<file path="src/rtl/tdwa_pkg.sv">
// Shared constants, types and sequencer states for the touch drag window average.
// No dependencies; imported by every module of the block.
package tdwa_pkg;

  localparam int WINDOW    = 8;
  localparam int DELTA_W   = 16;
  localparam int SLOT_W    = (WINDOW > 1) ? $clog2(WINDOW) : 1;
  localparam int CNT_W     = $clog2(WINDOW + 1);
  localparam int SUM_W     = DELTA_W + $clog2(WINDOW);
  localparam int STEP_W    = $clog2(SUM_W + 1);
  localparam int ENTRIES_W = 4;
  localparam int ACTION_W  = 2;

  typedef enum logic [ACTION_W-1:0] {
    ACT_PRESS   = 2'd0,
    ACT_DRAG    = 2'd1,
    ACT_RELEASE = 2'd2,
    ACT_OTHER   = 2'd3
  } action_t;

  typedef enum logic [2:0] {
    S_IDLE,
    S_READ,
    S_UPDATE,
    S_STARTX,
    S_WAITX,
    S_STARTY,
    S_WAITY,
    S_DONE
  } seq_state_t;

  typedef struct packed {
    logic                      en;
    logic [SLOT_W-1:0]         addr;
    logic signed [DELTA_W-1:0] dx;
    logic signed [DELTA_W-1:0] dy;
  } ring_wr_t;

  typedef struct packed {
    logic                    start;
    logic signed [SUM_W-1:0] dividend;
    logic [CNT_W-1:0]        divisor;
  } div_req_t;

  typedef struct packed {
    logic                    busy;
    logic                    done;
    logic signed [SUM_W-1:0] quotient;
  } div_rsp_t;

endpackage

</file>
<file path="src/rtl/tdwa_ring.sv">
// Ring store of the last WINDOW deltas, x and y side by side.
// One write port, one registered read port. Depends on tdwa_pkg.
module tdwa_ring
  import tdwa_pkg::*;
(
  input  logic                      clk,
  input  ring_wr_t                  wr,
  input  logic                      rd_en,
  input  logic [SLOT_W-1:0]         rd_addr,
  output logic signed [DELTA_W-1:0] rd_x,
  output logic signed [DELTA_W-1:0] rd_y
);

  logic [2*DELTA_W-1:0] mem [WINDOW];

  always_ff @(posedge clk) begin
    if (wr.en) begin
      mem[wr.addr] <= {wr.dy, wr.dx};
    end
  end

  always_ff @(posedge clk) begin
    if (rd_en) begin
      {rd_y, rd_x} <= mem[rd_addr];
    end
  end

endmodule

</file>
<file path="src/rtl/tdwa_div.sv">
// Serial signed divider, one quotient bit per cycle, truncating toward zero.
// Divisor is a positive entry count. Depends on tdwa_pkg.
module tdwa_div
  import tdwa_pkg::*;
(
  input  logic     clk,
  input  logic     rst,
  input  div_req_t req,
  output div_rsp_t rsp
);

  logic [SUM_W-1:0]  mag;
  logic [CNT_W-1:0]  rem;
  logic [CNT_W-1:0]  dvsr;
  logic [STEP_W-1:0] steps;
  logic              neg;
  logic              busy;
  logic              done;

  logic [CNT_W:0]    shifted;
  logic [CNT_W:0]    trial;
  logic              fits;

  assign shifted = {rem, mag[SUM_W-1]};
  assign trial   = shifted - {1'b0, dvsr};
  assign fits    = (shifted >= {1'b0, dvsr});

  always_ff @(posedge clk) begin
    if (rst) begin
      busy  <= 1'b0;
      done  <= 1'b0;
      steps <= '0;
    end else begin
      done <= 1'b0;
      if (req.start) begin
        busy  <= 1'b1;
        steps <= STEP_W'(SUM_W);
      end else if (busy) begin
        steps <= steps - 1'b1;
        if (steps == STEP_W'(1)) begin
          busy <= 1'b0;
          done <= 1'b1;
        end
      end
    end
  end

  // datapath: magnitude shifts out at the top, quotient bits enter at the bottom
  always_ff @(posedge clk) begin
    if (req.start) begin
      neg  <= req.dividend[SUM_W-1];
      mag  <= req.dividend[SUM_W-1] ? SUM_W'(-req.dividend) : SUM_W'(req.dividend);
      rem  <= '0;
      dvsr <= req.divisor;
    end else if (busy) begin
      rem <= fits ? trial[CNT_W-1:0] : shifted[CNT_W-1:0];
      mag <= {mag[SUM_W-2:0], fits};
    end
  end

  assign rsp.busy     = busy;
  assign rsp.done     = done;
  assign rsp.quotient = neg ? SUM_W'(-$signed(mag)) : $signed(mag);

endmodule

</file>
<file path="src/rtl/touch_drag_window_average.sv">
// Touch drag window average: per-axis mean of the last WINDOW drag deltas.
// A request passes READ, UPDATE, then two 19-step serial divides (x, then y) before
// its result is registered in DONE; a press or empty window skips the divides.
// Requests are taken one at a time: ready is high only in IDLE, and the one serial divider serves both axes.
// Reset: synchronous, active high; clears count, oldest slot, sums and handshakes.
// Ring contents are not cleared; only written entries are ever used.
module touch_drag_window_average
  import tdwa_pkg::*;
(
  input  logic        clk,
  input  logic        rst,
  input  logic        s_axis_tvalid,
  output logic        s_axis_tready,
  input  logic [63:0] s_axis_tdata,  // pos_x[15:0], pos_y[31:16], prev_x[47:32], prev_y[63:48]
  input  logic [1:0]  s_axis_tuser,  // action[1:0]
  output logic        m_axis_tvalid,
  input  logic        m_axis_tready,
  output logic [39:0] m_axis_tdata   // avg_x[15:0], avg_y[31:16], entries[35:32], zero pad
);

  seq_state_t state, state_next;

  // captured request
  action_t                   action;
  logic signed [DELTA_W-1:0] pos_x, pos_y, prev_x, prev_y;

  // window state
  logic [SLOT_W-1:0]       oldest_slot;
  logic [CNT_W-1:0]        fill_count;
  logic signed [SUM_W-1:0] sum_x, sum_y;

  // per-request working registers
  logic signed [DELTA_W-1:0] dx, dy;
  logic signed [DELTA_W-1:0] avg_x, avg_y;

  // output register
  logic signed [DELTA_W-1:0] out_x, out_y;
  logic [ENTRIES_W-1:0]      out_entries;

  // ring and divider
  ring_wr_t                  ring_wr;
  logic                      ring_rd_en;
  logic signed [DELTA_W-1:0] old_x, old_y;
  div_req_t                  div_req;
  div_rsp_t                  div_rsp;

  // update arithmetic
  logic                      push;
  logic                      full;
  logic [CNT_W:0]            slot_raw;
  logic [SLOT_W-1:0]         push_slot;
  logic [SLOT_W-1:0]         oldest_next;
  logic [CNT_W-1:0]          fill_next;
  logic signed [SUM_W-1:0]   sum_x_next, sum_y_next;
  logic signed [DELTA_W:0]   diff_x, diff_y;
  logic                      out_free;

  tdwa_ring u_ring (
    .clk     (clk),
    .wr      (ring_wr),
    .rd_en   (ring_rd_en),
    .rd_addr (oldest_slot),
    .rd_x    (old_x),
    .rd_y    (old_y)
  );

  tdwa_div u_div (
    .clk (clk),
    .rst (rst),
    .req (div_req),
    .rsp (div_rsp)
  );

  assign s_axis_tready = (state == S_IDLE);
  assign out_free      = !m_axis_tvalid || m_axis_tready;

  // 17-bit differences, clipped to the 16-bit range
  assign diff_x = {pos_x[DELTA_W-1], pos_x} - {prev_x[DELTA_W-1], prev_x};
  assign diff_y = {pos_y[DELTA_W-1], pos_y} - {prev_y[DELTA_W-1], prev_y};

  // push position: first free slot while filling, otherwise the oldest one
  assign push     = (action == ACT_DRAG) || (action == ACT_RELEASE);
  assign full     = (fill_count == CNT_W'(WINDOW));
  assign slot_raw = {1'b0, CNT_W'(oldest_slot)} + {1'b0, fill_count};

  always_comb begin
    if (slot_raw >= (CNT_W+1)'(WINDOW)) begin
      push_slot = SLOT_W'(slot_raw - (CNT_W+1)'(WINDOW));
    end else begin
      push_slot = SLOT_W'(slot_raw);
    end
    if (full) begin
      push_slot = oldest_slot;
    end
  end

  always_comb begin
    oldest_next = oldest_slot;
    fill_next   = fill_count;
    sum_x_next  = sum_x;
    sum_y_next  = sum_y;
    case (action)
      ACT_PRESS: begin
        oldest_next = '0;
        fill_next   = '0;
        sum_x_next  = '0;
        sum_y_next  = '0;
      end
      ACT_DRAG, ACT_RELEASE: begin
        if (full) begin
          // evict the oldest delta, read out during READ
          oldest_next = (oldest_slot == SLOT_W'(WINDOW - 1)) ? '0 : oldest_slot + 1'b1;
          sum_x_next  = sum_x + SUM_W'(dx) - SUM_W'(old_x);
          sum_y_next  = sum_y + SUM_W'(dy) - SUM_W'(old_y);
        end else begin
          fill_next  = fill_count + 1'b1;
          sum_x_next = sum_x + SUM_W'(dx);
          sum_y_next = sum_y + SUM_W'(dy);
        end
      end
      default: begin
      end
    endcase
  end

  // next-state logic
  always_comb begin
    state_next = state;
    case (state)
      S_IDLE:   if (s_axis_tvalid) state_next = S_READ;
      S_READ:   state_next = S_UPDATE;
      S_UPDATE: state_next = (fill_next == '0) ? S_DONE : S_STARTX;
      S_STARTX: state_next = S_WAITX;
      S_WAITX:  if (div_rsp.done) state_next = S_STARTY;
      S_STARTY: state_next = S_WAITY;
      S_WAITY:  if (div_rsp.done) state_next = S_DONE;
      S_DONE:   if (out_free) state_next = S_IDLE;
      default:  state_next = S_IDLE;
    endcase
  end

  // sequencer outputs to ring and divider
  always_comb begin
    ring_rd_en       = (state == S_READ);
    ring_wr.en       = (state == S_UPDATE) && push;
    ring_wr.addr     = push_slot;
    ring_wr.dx       = dx;
    ring_wr.dy       = dy;
    div_req.start    = (state == S_STARTX) || (state == S_STARTY);
    div_req.dividend = (state == S_STARTY) ? sum_y : sum_x;
    div_req.divisor  = fill_count;
  end

  always_ff @(posedge clk) begin
    if (rst) begin
      state         <= S_IDLE;
      oldest_slot   <= '0;
      fill_count    <= '0;
      sum_x         <= '0;
      sum_y         <= '0;
      m_axis_tvalid <= 1'b0;
    end else begin
      state <= state_next;
      if (state == S_UPDATE) begin
        oldest_slot <= oldest_next;
        fill_count  <= fill_next;
        sum_x       <= sum_x_next;
        sum_y       <= sum_y_next;
      end
      if (state == S_DONE && out_free) begin
        m_axis_tvalid <= 1'b1;
      end else if (m_axis_tready) begin
        m_axis_tvalid <= 1'b0;
      end
    end
  end

  // payload registers
  always_ff @(posedge clk) begin
    if (s_axis_tready && s_axis_tvalid) begin
      action <= action_t'(s_axis_tuser);
      pos_x  <= s_axis_tdata[15:0];
      pos_y  <= s_axis_tdata[31:16];
      prev_x <= s_axis_tdata[47:32];
      prev_y <= s_axis_tdata[63:48];
    end
    if (state == S_READ) begin
      dx <= (diff_x[DELTA_W] != diff_x[DELTA_W-1]) ?
            {diff_x[DELTA_W], {(DELTA_W-1){!diff_x[DELTA_W]}}} : diff_x[DELTA_W-1:0];
      dy <= (diff_y[DELTA_W] != diff_y[DELTA_W-1]) ?
            {diff_y[DELTA_W], {(DELTA_W-1){!diff_y[DELTA_W]}}} : diff_y[DELTA_W-1:0];
    end
    if (state == S_UPDATE) begin
      avg_x <= '0;
      avg_y <= '0;
    end
    if (state == S_WAITX && div_rsp.done) avg_x <= div_rsp.quotient[DELTA_W-1:0];
    if (state == S_WAITY && div_rsp.done) avg_y <= div_rsp.quotient[DELTA_W-1:0];
    if (state == S_DONE && out_free) begin
      out_x       <= avg_x;
      out_y       <= avg_y;
      out_entries <= ENTRIES_W'(fill_count);
    end
  end

  assign m_axis_tdata = {4'b0000, out_entries, out_y, out_x};

`ifndef ASSERT_OFF
  // window never holds more than WINDOW deltas
  a_fill_bound: assert property (@(posedge clk) disable iff (rst)
    fill_count <= CNT_W'(WINDOW))
    else $error("fill count above window size");

  // a new request is never taken while the divider is running
  a_ready_div_idle: assert property (@(posedge clk) disable iff (rst)
    s_axis_tready |-> !div_rsp.busy)
    else $error("request accepted while divider busy");

  // one request at a time: ready drops straight after acceptance
  a_one_at_a_time: assert property (@(posedge clk) disable iff (rst)
    (s_axis_tvalid && s_axis_tready) |=> !s_axis_tready)
    else $error("ready held after acceptance");

  // divider results arrive only while the sequencer waits for them
  a_div_done_wait: assert property (@(posedge clk) disable iff (rst)
    div_rsp.done |-> (state == S_WAITX || state == S_WAITY))
    else $error("divider result outside a wait state");
`endif

endmodule

</file>
<file path="config.mk">
export PLATFORM = sky130hd
export DESIGN_NAME = touch_drag_window_average
export DESIGN_NICKNAME = d
export VERILOG_FILES = /design/src/rtl/tdwa_pkg.sv /design/src/rtl/tdwa_ring.sv /design/src/rtl/tdwa_div.sv /design/src/rtl/touch_drag_window_average.sv
export SDC_FILE = /design/constraint.sdc
export NUM_CORES = 1
export LEC_CHECK = 0
export ABC_CLOCK_PERIOD_IN_PS = 5900
export BUFFER_PORTS_ARGS = -buffer_cell sky130_fd_sc_hd__buf_4
export CAP_MARGIN = 20
export CORE_MARGIN = 2
export CORE_UTILIZATION = 45
export CTS_CLUSTER_SIZE = 28
export DETAILED_ROUTE_END_ITERATION = 10
export PLACE_DENSITY = 0.69
export RECOVER_POWER = 25
export SLEW_MARGIN = 20
export SYNTH_ARGS = -nofsm -noshare
export SYNTH_HDL_FRONTEND = slang
export SYNTH_SLANG_ARGS = --single-unit
</file>
<file path="constraint.sdc">
create_clock -name clk -period 5.9 [get_ports clk]
set_clock_uncertainty 0.1 [all_clocks]
set_input_delay 0.295 -clock clk [delete_from_list [all_inputs] [get_ports clk]]
set_output_delay 0.295 -clock clk [all_outputs]
set_load 0.01 [all_outputs]
</file>
## Yosys cells after proc, flatten, opt, wreduce, memory -nomap -nowiden

Memory sizes are Yosys's and may differ from the RTL's. A register that Yosys moved wholly into a read port is not among the register bits.
Cells that the tools add are included.

| storage, ports and cells | value |
|---|---|
| register bits after elaboration | 250 |
| memories | 1 |
| bits in writable memories | 256 |

Memory list:

| memory | words | width | read ports | clocked after memory_dff | write ports | RTL line | RTL |
|---|---|---|---|---|---|---|---|
| u_ring.mem | 8 | 32 | 1 | 1 | 1 | tdwa_ring.sv:14 | `logic [2*DELTA_W-1:0] mem [WINDOW];` |

| cells by class | value |
|---|---|
| bitwise logic cells | 1 |
| add/subtract/negate cells | 14 |
| eq/ne operators | 19 |
| muxes and demuxes | 38 |
| reductions and logical operators | 25 |
| order comparisons | 2 |

Operators by type and width:

| cell | number |
|---|---|
| $mux W19 | 6 |
| $mux W16 | 6 |
| $pmux W19 S2 | 2 |
| $add A19 B16 Y19 | 2 |
| $sub A19 B16 Y19 | 2 |
| $sub A16 B16 Y17 | 2 |
| $mux W3 | 9 |
| $pmux W3 S8 | 1 |
| $neg A19 Y19 | 1 |
| $neg A16 Y16 | 1 |
| $eq A3 B3 Y1 const B | 5 |
| $mux W5 | 2 |
| $reduce_bool A2 Y1 | 5 |
| $mux W1 | 8 |
| $mux W4 | 2 |
| $pmux W4 S2 | 1 |
| $eq A3 B2 Y1 const B | 2 |
| $ne A2 B2 Y1 const B | 3 |
| $pmux W3 S2 | 1 |
| $add A3 B4 Y5 | 1 |
| $eq A5 B1 Y1 const B | 1 |
| $ge A5 B4 Y1 | 1 |
| $ge A5 B4 Y1 const B | 1 |
| $logic_and A1 B1 Y1 | 5 |
| other kinds (22) | 29 |

## Depth between registers and ports, before layout

| logic depth | value |
|---|---|
| depth after elaboration | 6 |
| gate-level depth with buffers | 19 |
| mapped depth without buffers | 19 |

## Modules after synthesis

A second synthesis with hierarchy kept.

| unflattened totals | value |
|---|---|
| cell total of the unflattened synthesis | 1912 |
| area, all modules | 26009.9 µm² |

By module, submodules not included:

| module | area each (µm²) | instances | cells each |
|---|---|---|---|
| touch_drag_window_average | 12787.3 | 1 | 1230 |
| tdwa_ring | 10786.6 | 1 | 415 |
| tdwa_div | 2436.1 | 1 | 267 |

## Least setup slack after synthesis

Ideal clock, no wire load.

| path | value |
|---|---|
| path kind | reg2reg |
| start point | register state[0] |
| end point | register dx[0], enable pin |
| period minus slack after synthesis | 6.003 ns |
| library setup time | 0.578 ns |
| arrival | 5.325 ns |
| stages on the path, launching flop included | 3 |
| setup slack | -0.103 ns |
| path through | dfxtp_1 > clkbuf_1 > nor3b_1 |

| between the ends | value |
|---|---|
| longest elaborated chain between the ends | 1 |

RTL lines:

| item | RTL line | RTL |
|---|---|---|
| from (decl) | touch_drag_window_average.sv:21 | `seq_state_t state, state_next;` |
| from (signal assigned) | touch_drag_window_average.sv:163 | `state <= state_next;` |
| $eq A3 B1 Y1 | touch_drag_window_average.sv:187 | `if (state == S_READ) begin` |
| to (signal assigned) | touch_drag_window_average.sv:188 | `dx <= (diff_x[DELTA_W] != diff_x[DELTA_W-1]) ?` |
| to (decl) | touch_drag_window_average.sv:33 | `logic signed [DELTA_W-1:0] dx, dy;` |

No other way between the ends.
A chain may end at the register's enable or synchronous reset.

## Worst setup path after layout

| path | value |
|---|---|
| start point | register dx[0] |
| end point | register sum_x[18] |

| between the ends | value |
|---|---|
| longest elaborated chain between the ends | 4 |

RTL lines:

| item | RTL line | RTL |
|---|---|---|
| $add A19 B16 Y19 (*) | touch_drag_window_average.sv:113, touch_drag_window_average.sv:117 |  |
| $sub A19 B16 Y19 | touch_drag_window_average.sv:113 | `sum_x_next = sum_x + SUM_W'(dx) - SUM_W'(old_x);` |
| $mux W19 (*) | touch_drag_window_average.sv:110 | `if (full) begin` |
| $pmux W19 S2 (*) | touch_drag_window_average.sv:102 | `case (action)` |
| to (signal assigned) | touch_drag_window_average.sv:167 | `sum_x <= sum_x_next;` |
| to (decl) | touch_drag_window_average.sv:30 | `logic signed [SUM_W-1:0] sum_x, sum_y;` |

Mark *: on every way between the ends. The rest lies on a longest branch, timed or not.

==> impl_metrics.json <==
{
  "finalNetCount": 2256,
  "die-area_um2": 58400,
  "antenna_found_initial": 0,
  "multi_input_area_um2": 9290,
  "grt_pass1_wl_um": 86200,
  "clockRootBuffer": "clkbuf_16",
  "ir_drop_mv": 0.254,
  "totalWireLength_um": 54000,
  "hpwl_um": 34700,
  "hold_class": "in -> reg",
  "seq_area_um2": 15600,
  "relSlewSlack_pct": 25.4,
  "drive_gt1_share_pct": 15.5,
  "status": "finished clean",
  "post-place-ws_ps": 1220,
  "wire_per_inst_um": 18.9,
  "yosysTopAreaCell": "edfxtp_1",
  "seq_area_frac_synth_pct": 61.2,
  "n_fill_cell": 4696,
  "path_class": "reg -> reg",
  "hold_viol_final": 0,
  "htree_levels": 2,
  "syn_area_per_cell_um2": 13.6,
  "cts_tree": "done",
  "post_cts_buffers": 0,
  "cts_buffers": 55,
  "boundaryPins": 112,
  "synth-seq-cells": 538,
  "synth.most_common_cell": "edfxtp_1",
  "synth_area_leaders": "edfxtp_1, ha_1, mux4_2, dfxtp_1, a21oi_1",
  "worstPathMaxFanout": 9,
  "holdPathStages": 2,
  "setup_viol": 0,
  "grt.total_usage_pct": 18.6,
  "layout_setup_ws_ps": 1100,
  "start_util_pct": 45.3,
  "rsz0062_at_grt": "no",
  "clock_latency_ps": 650,
  "vias": 15521,
  "startpoint_type": "register",
  "drt_iter0_drc": 1043,
  "route.detailed.drc": 0,
  "fmax_mhz": 208,
  "synth_warnings": 0,
  "portBuffers": 107,
  "drt_pass1_iterations": 5,
  "dp.cells": 2690,
  "die_width_um": 242,
  "layoutNonFillerInstCount": 2857,
  "die_y_um": 242,
  "max_cap_viol_count": 0,
  "power_density_nw_per_um2": 330,
  "avgViaCountPerCell": 5.43,
  "synthDistinctLibCells": 75,
  "crit_path_end_kind": "register",
  "synth_enable_flop_cells": 478,
  "min_period_over_period_pct": 81.3,
  "reg2reg_slack_ps": 1100,
  "synth_cells": 1869,
  "drv_slew": 0,
  "fp.coreArea_um2": 56200,
  "p_leak_nw": 10.9,
  "power_mw": 9.71,
  "synthesis.area_um2": 25400,
  "rows": 87,
  "worstMarginPinSlew_ps": 1120,
  "diodes": 0,
  "synth-main-ff-cell": "edfxtp_1",
  "synth.top_cell.area_share_pct": 56.4,
  "syn2layout_area_growth_pct": 15.8,
  "clock-sinks": 538,
  "grt_overflow": 0,
  "grt_max_degree": 67,
  "tns_ps": 0,
  "fin_crit_ps": 4800,
  "ys_top_cells_by_count": "edfxtp_1, nor2_1, ha_1",
  "gp_congestion": 0.869,
  "worstPathArrival_ps": 5160,
  "async_flop_share_pct": 0,
  "grt_pass1_vias": 15815,
  "ant_nets": 0,
  "reg2regPathDepth": 18,
  "cp.required_ps": 6270,
  "cts_buffer_depth": 3,
  "clkTransAtPathRegs_ps": 60
}
## worst max-delay path, cell delays in order, from the launching register on
cell and delay, ps:
edfxtp_1 500, ha_1 270, fa_1 430, a211oi_1 320, o21ai_0 220, a311oi_1 330, nor2_1 110, o41ai_1 400
xnor2_1 210, ha_1 330, nand3_1 140, a31oi_1 90, o41a_1 330, nor4_1 190, nand2b_1 90, o211ai_1 110
xor2_1 250, a21oi_1 60, nand4b_1 160
## through the flow
step           hold WS [ps]  util [%]  area [µm²]
4_1_cts                 228      52.4       29400
6_report                293      52.4       29400
5_1_grt                 278      52.4       29400
2_1_floorplan           294         -       25400
3_5_place_dp            305      48.2       27100
3_3_place_gp            308      48.2       27100
## state kept, by name, summed over array words and instances, names as in the netlist, 19 cells and up
| signal | flops |
|---|---|
| sum_x | 19 |
| sum_y | 19 |
| u_div.mag | 19 |
| u_ring.mem | 256 |
## kinds of logic after synthesis
family          Yosys count  share of synthesized area, %
compound gates          393                          9.77
xor+xnor                119                          4.16
fa+ha+maj               129                          6.55
buf+inv                 160                          2.54
flops                   538                          61.2
mux                     125                          8.26
other cells               1                        0.0147
simple gates            404                          7.54
## cells in the final DEF, fill, tap and decap left out, types with 27 or more instances in the layout
cell,instances
clkbuf_16,55
inv_1,98
xnor2_1,60
dlygate4sd3_1,69
nor2_1,131
edfxtp_1,478
o21ai_0,97
mux4_2,64
a21oi_1,107
xor2_1,58
nor3_1,32
nand2_1,95
buf_4,57
clkbuf_4,66
dfxtp_1,58
mux2i_1,27
mux2_2,32
a21o_1,39
ha_1,118
## final cells by class
type	instances	share of cell area, %
Clock buffer	70	4.87
Tap cell	756	3.21
Timing Repair Buffer	192	5.48
Clock inverter	28	0.795
Inverter	99	1.26
Sequential cell	538	52.8
Multi-Input combinational cell	1174	31.5
## report_power, final
| group | internal [mW] | switching [mW] | leakage (nW) |
|---|---|---|---|
| Combinational | 0.744 | 1.02 | 5.23 |
| Clock | 1.81 | 1.45 | 0.811 |
| Sequential | 4.48 | 0.201 | 4.86 |
| Total | 7.04 | 2.67 | 10.9 |
## path summary, 6_finish.rpt
kind	startpoint	to
max	dx[0]$_DFFE_PP_	sum_x[18]$_SDFFE_PP0P_
min	s_axis_tdata[9]	pos_x[9]$_DFFE_PP_
max reg2reg	dx[0]$_DFFE_PP_	sum_x[18]$_SDFFE_PP0P_
min reg2reg	avg_y[11]$_SDFFCE_PN0P_	out_y[11]$_DFFE_PP_
## what timing repair did
action	CTS	global route
gates resized for setup	0	0
endpoints found under the hold margin	84	0
hold buffers	69	0
## per-layer routing
| layer | part of all wire [%] | global-route usage (%) | vias to the layer above |
|---|---|---|---|
| li1 | - | - | 7453 |
| met1 | 44 | 24.7 | 7538 |
| met2 | 48 | 31.3 | 434 |
| met3 | 5.5 | 3.24 | 96 |
| met4 | 2.6 | 5.88 | 0 |
| met5 | 0 | 0 | - |
No activity file was read; power rests on OpenSTA's default activity.
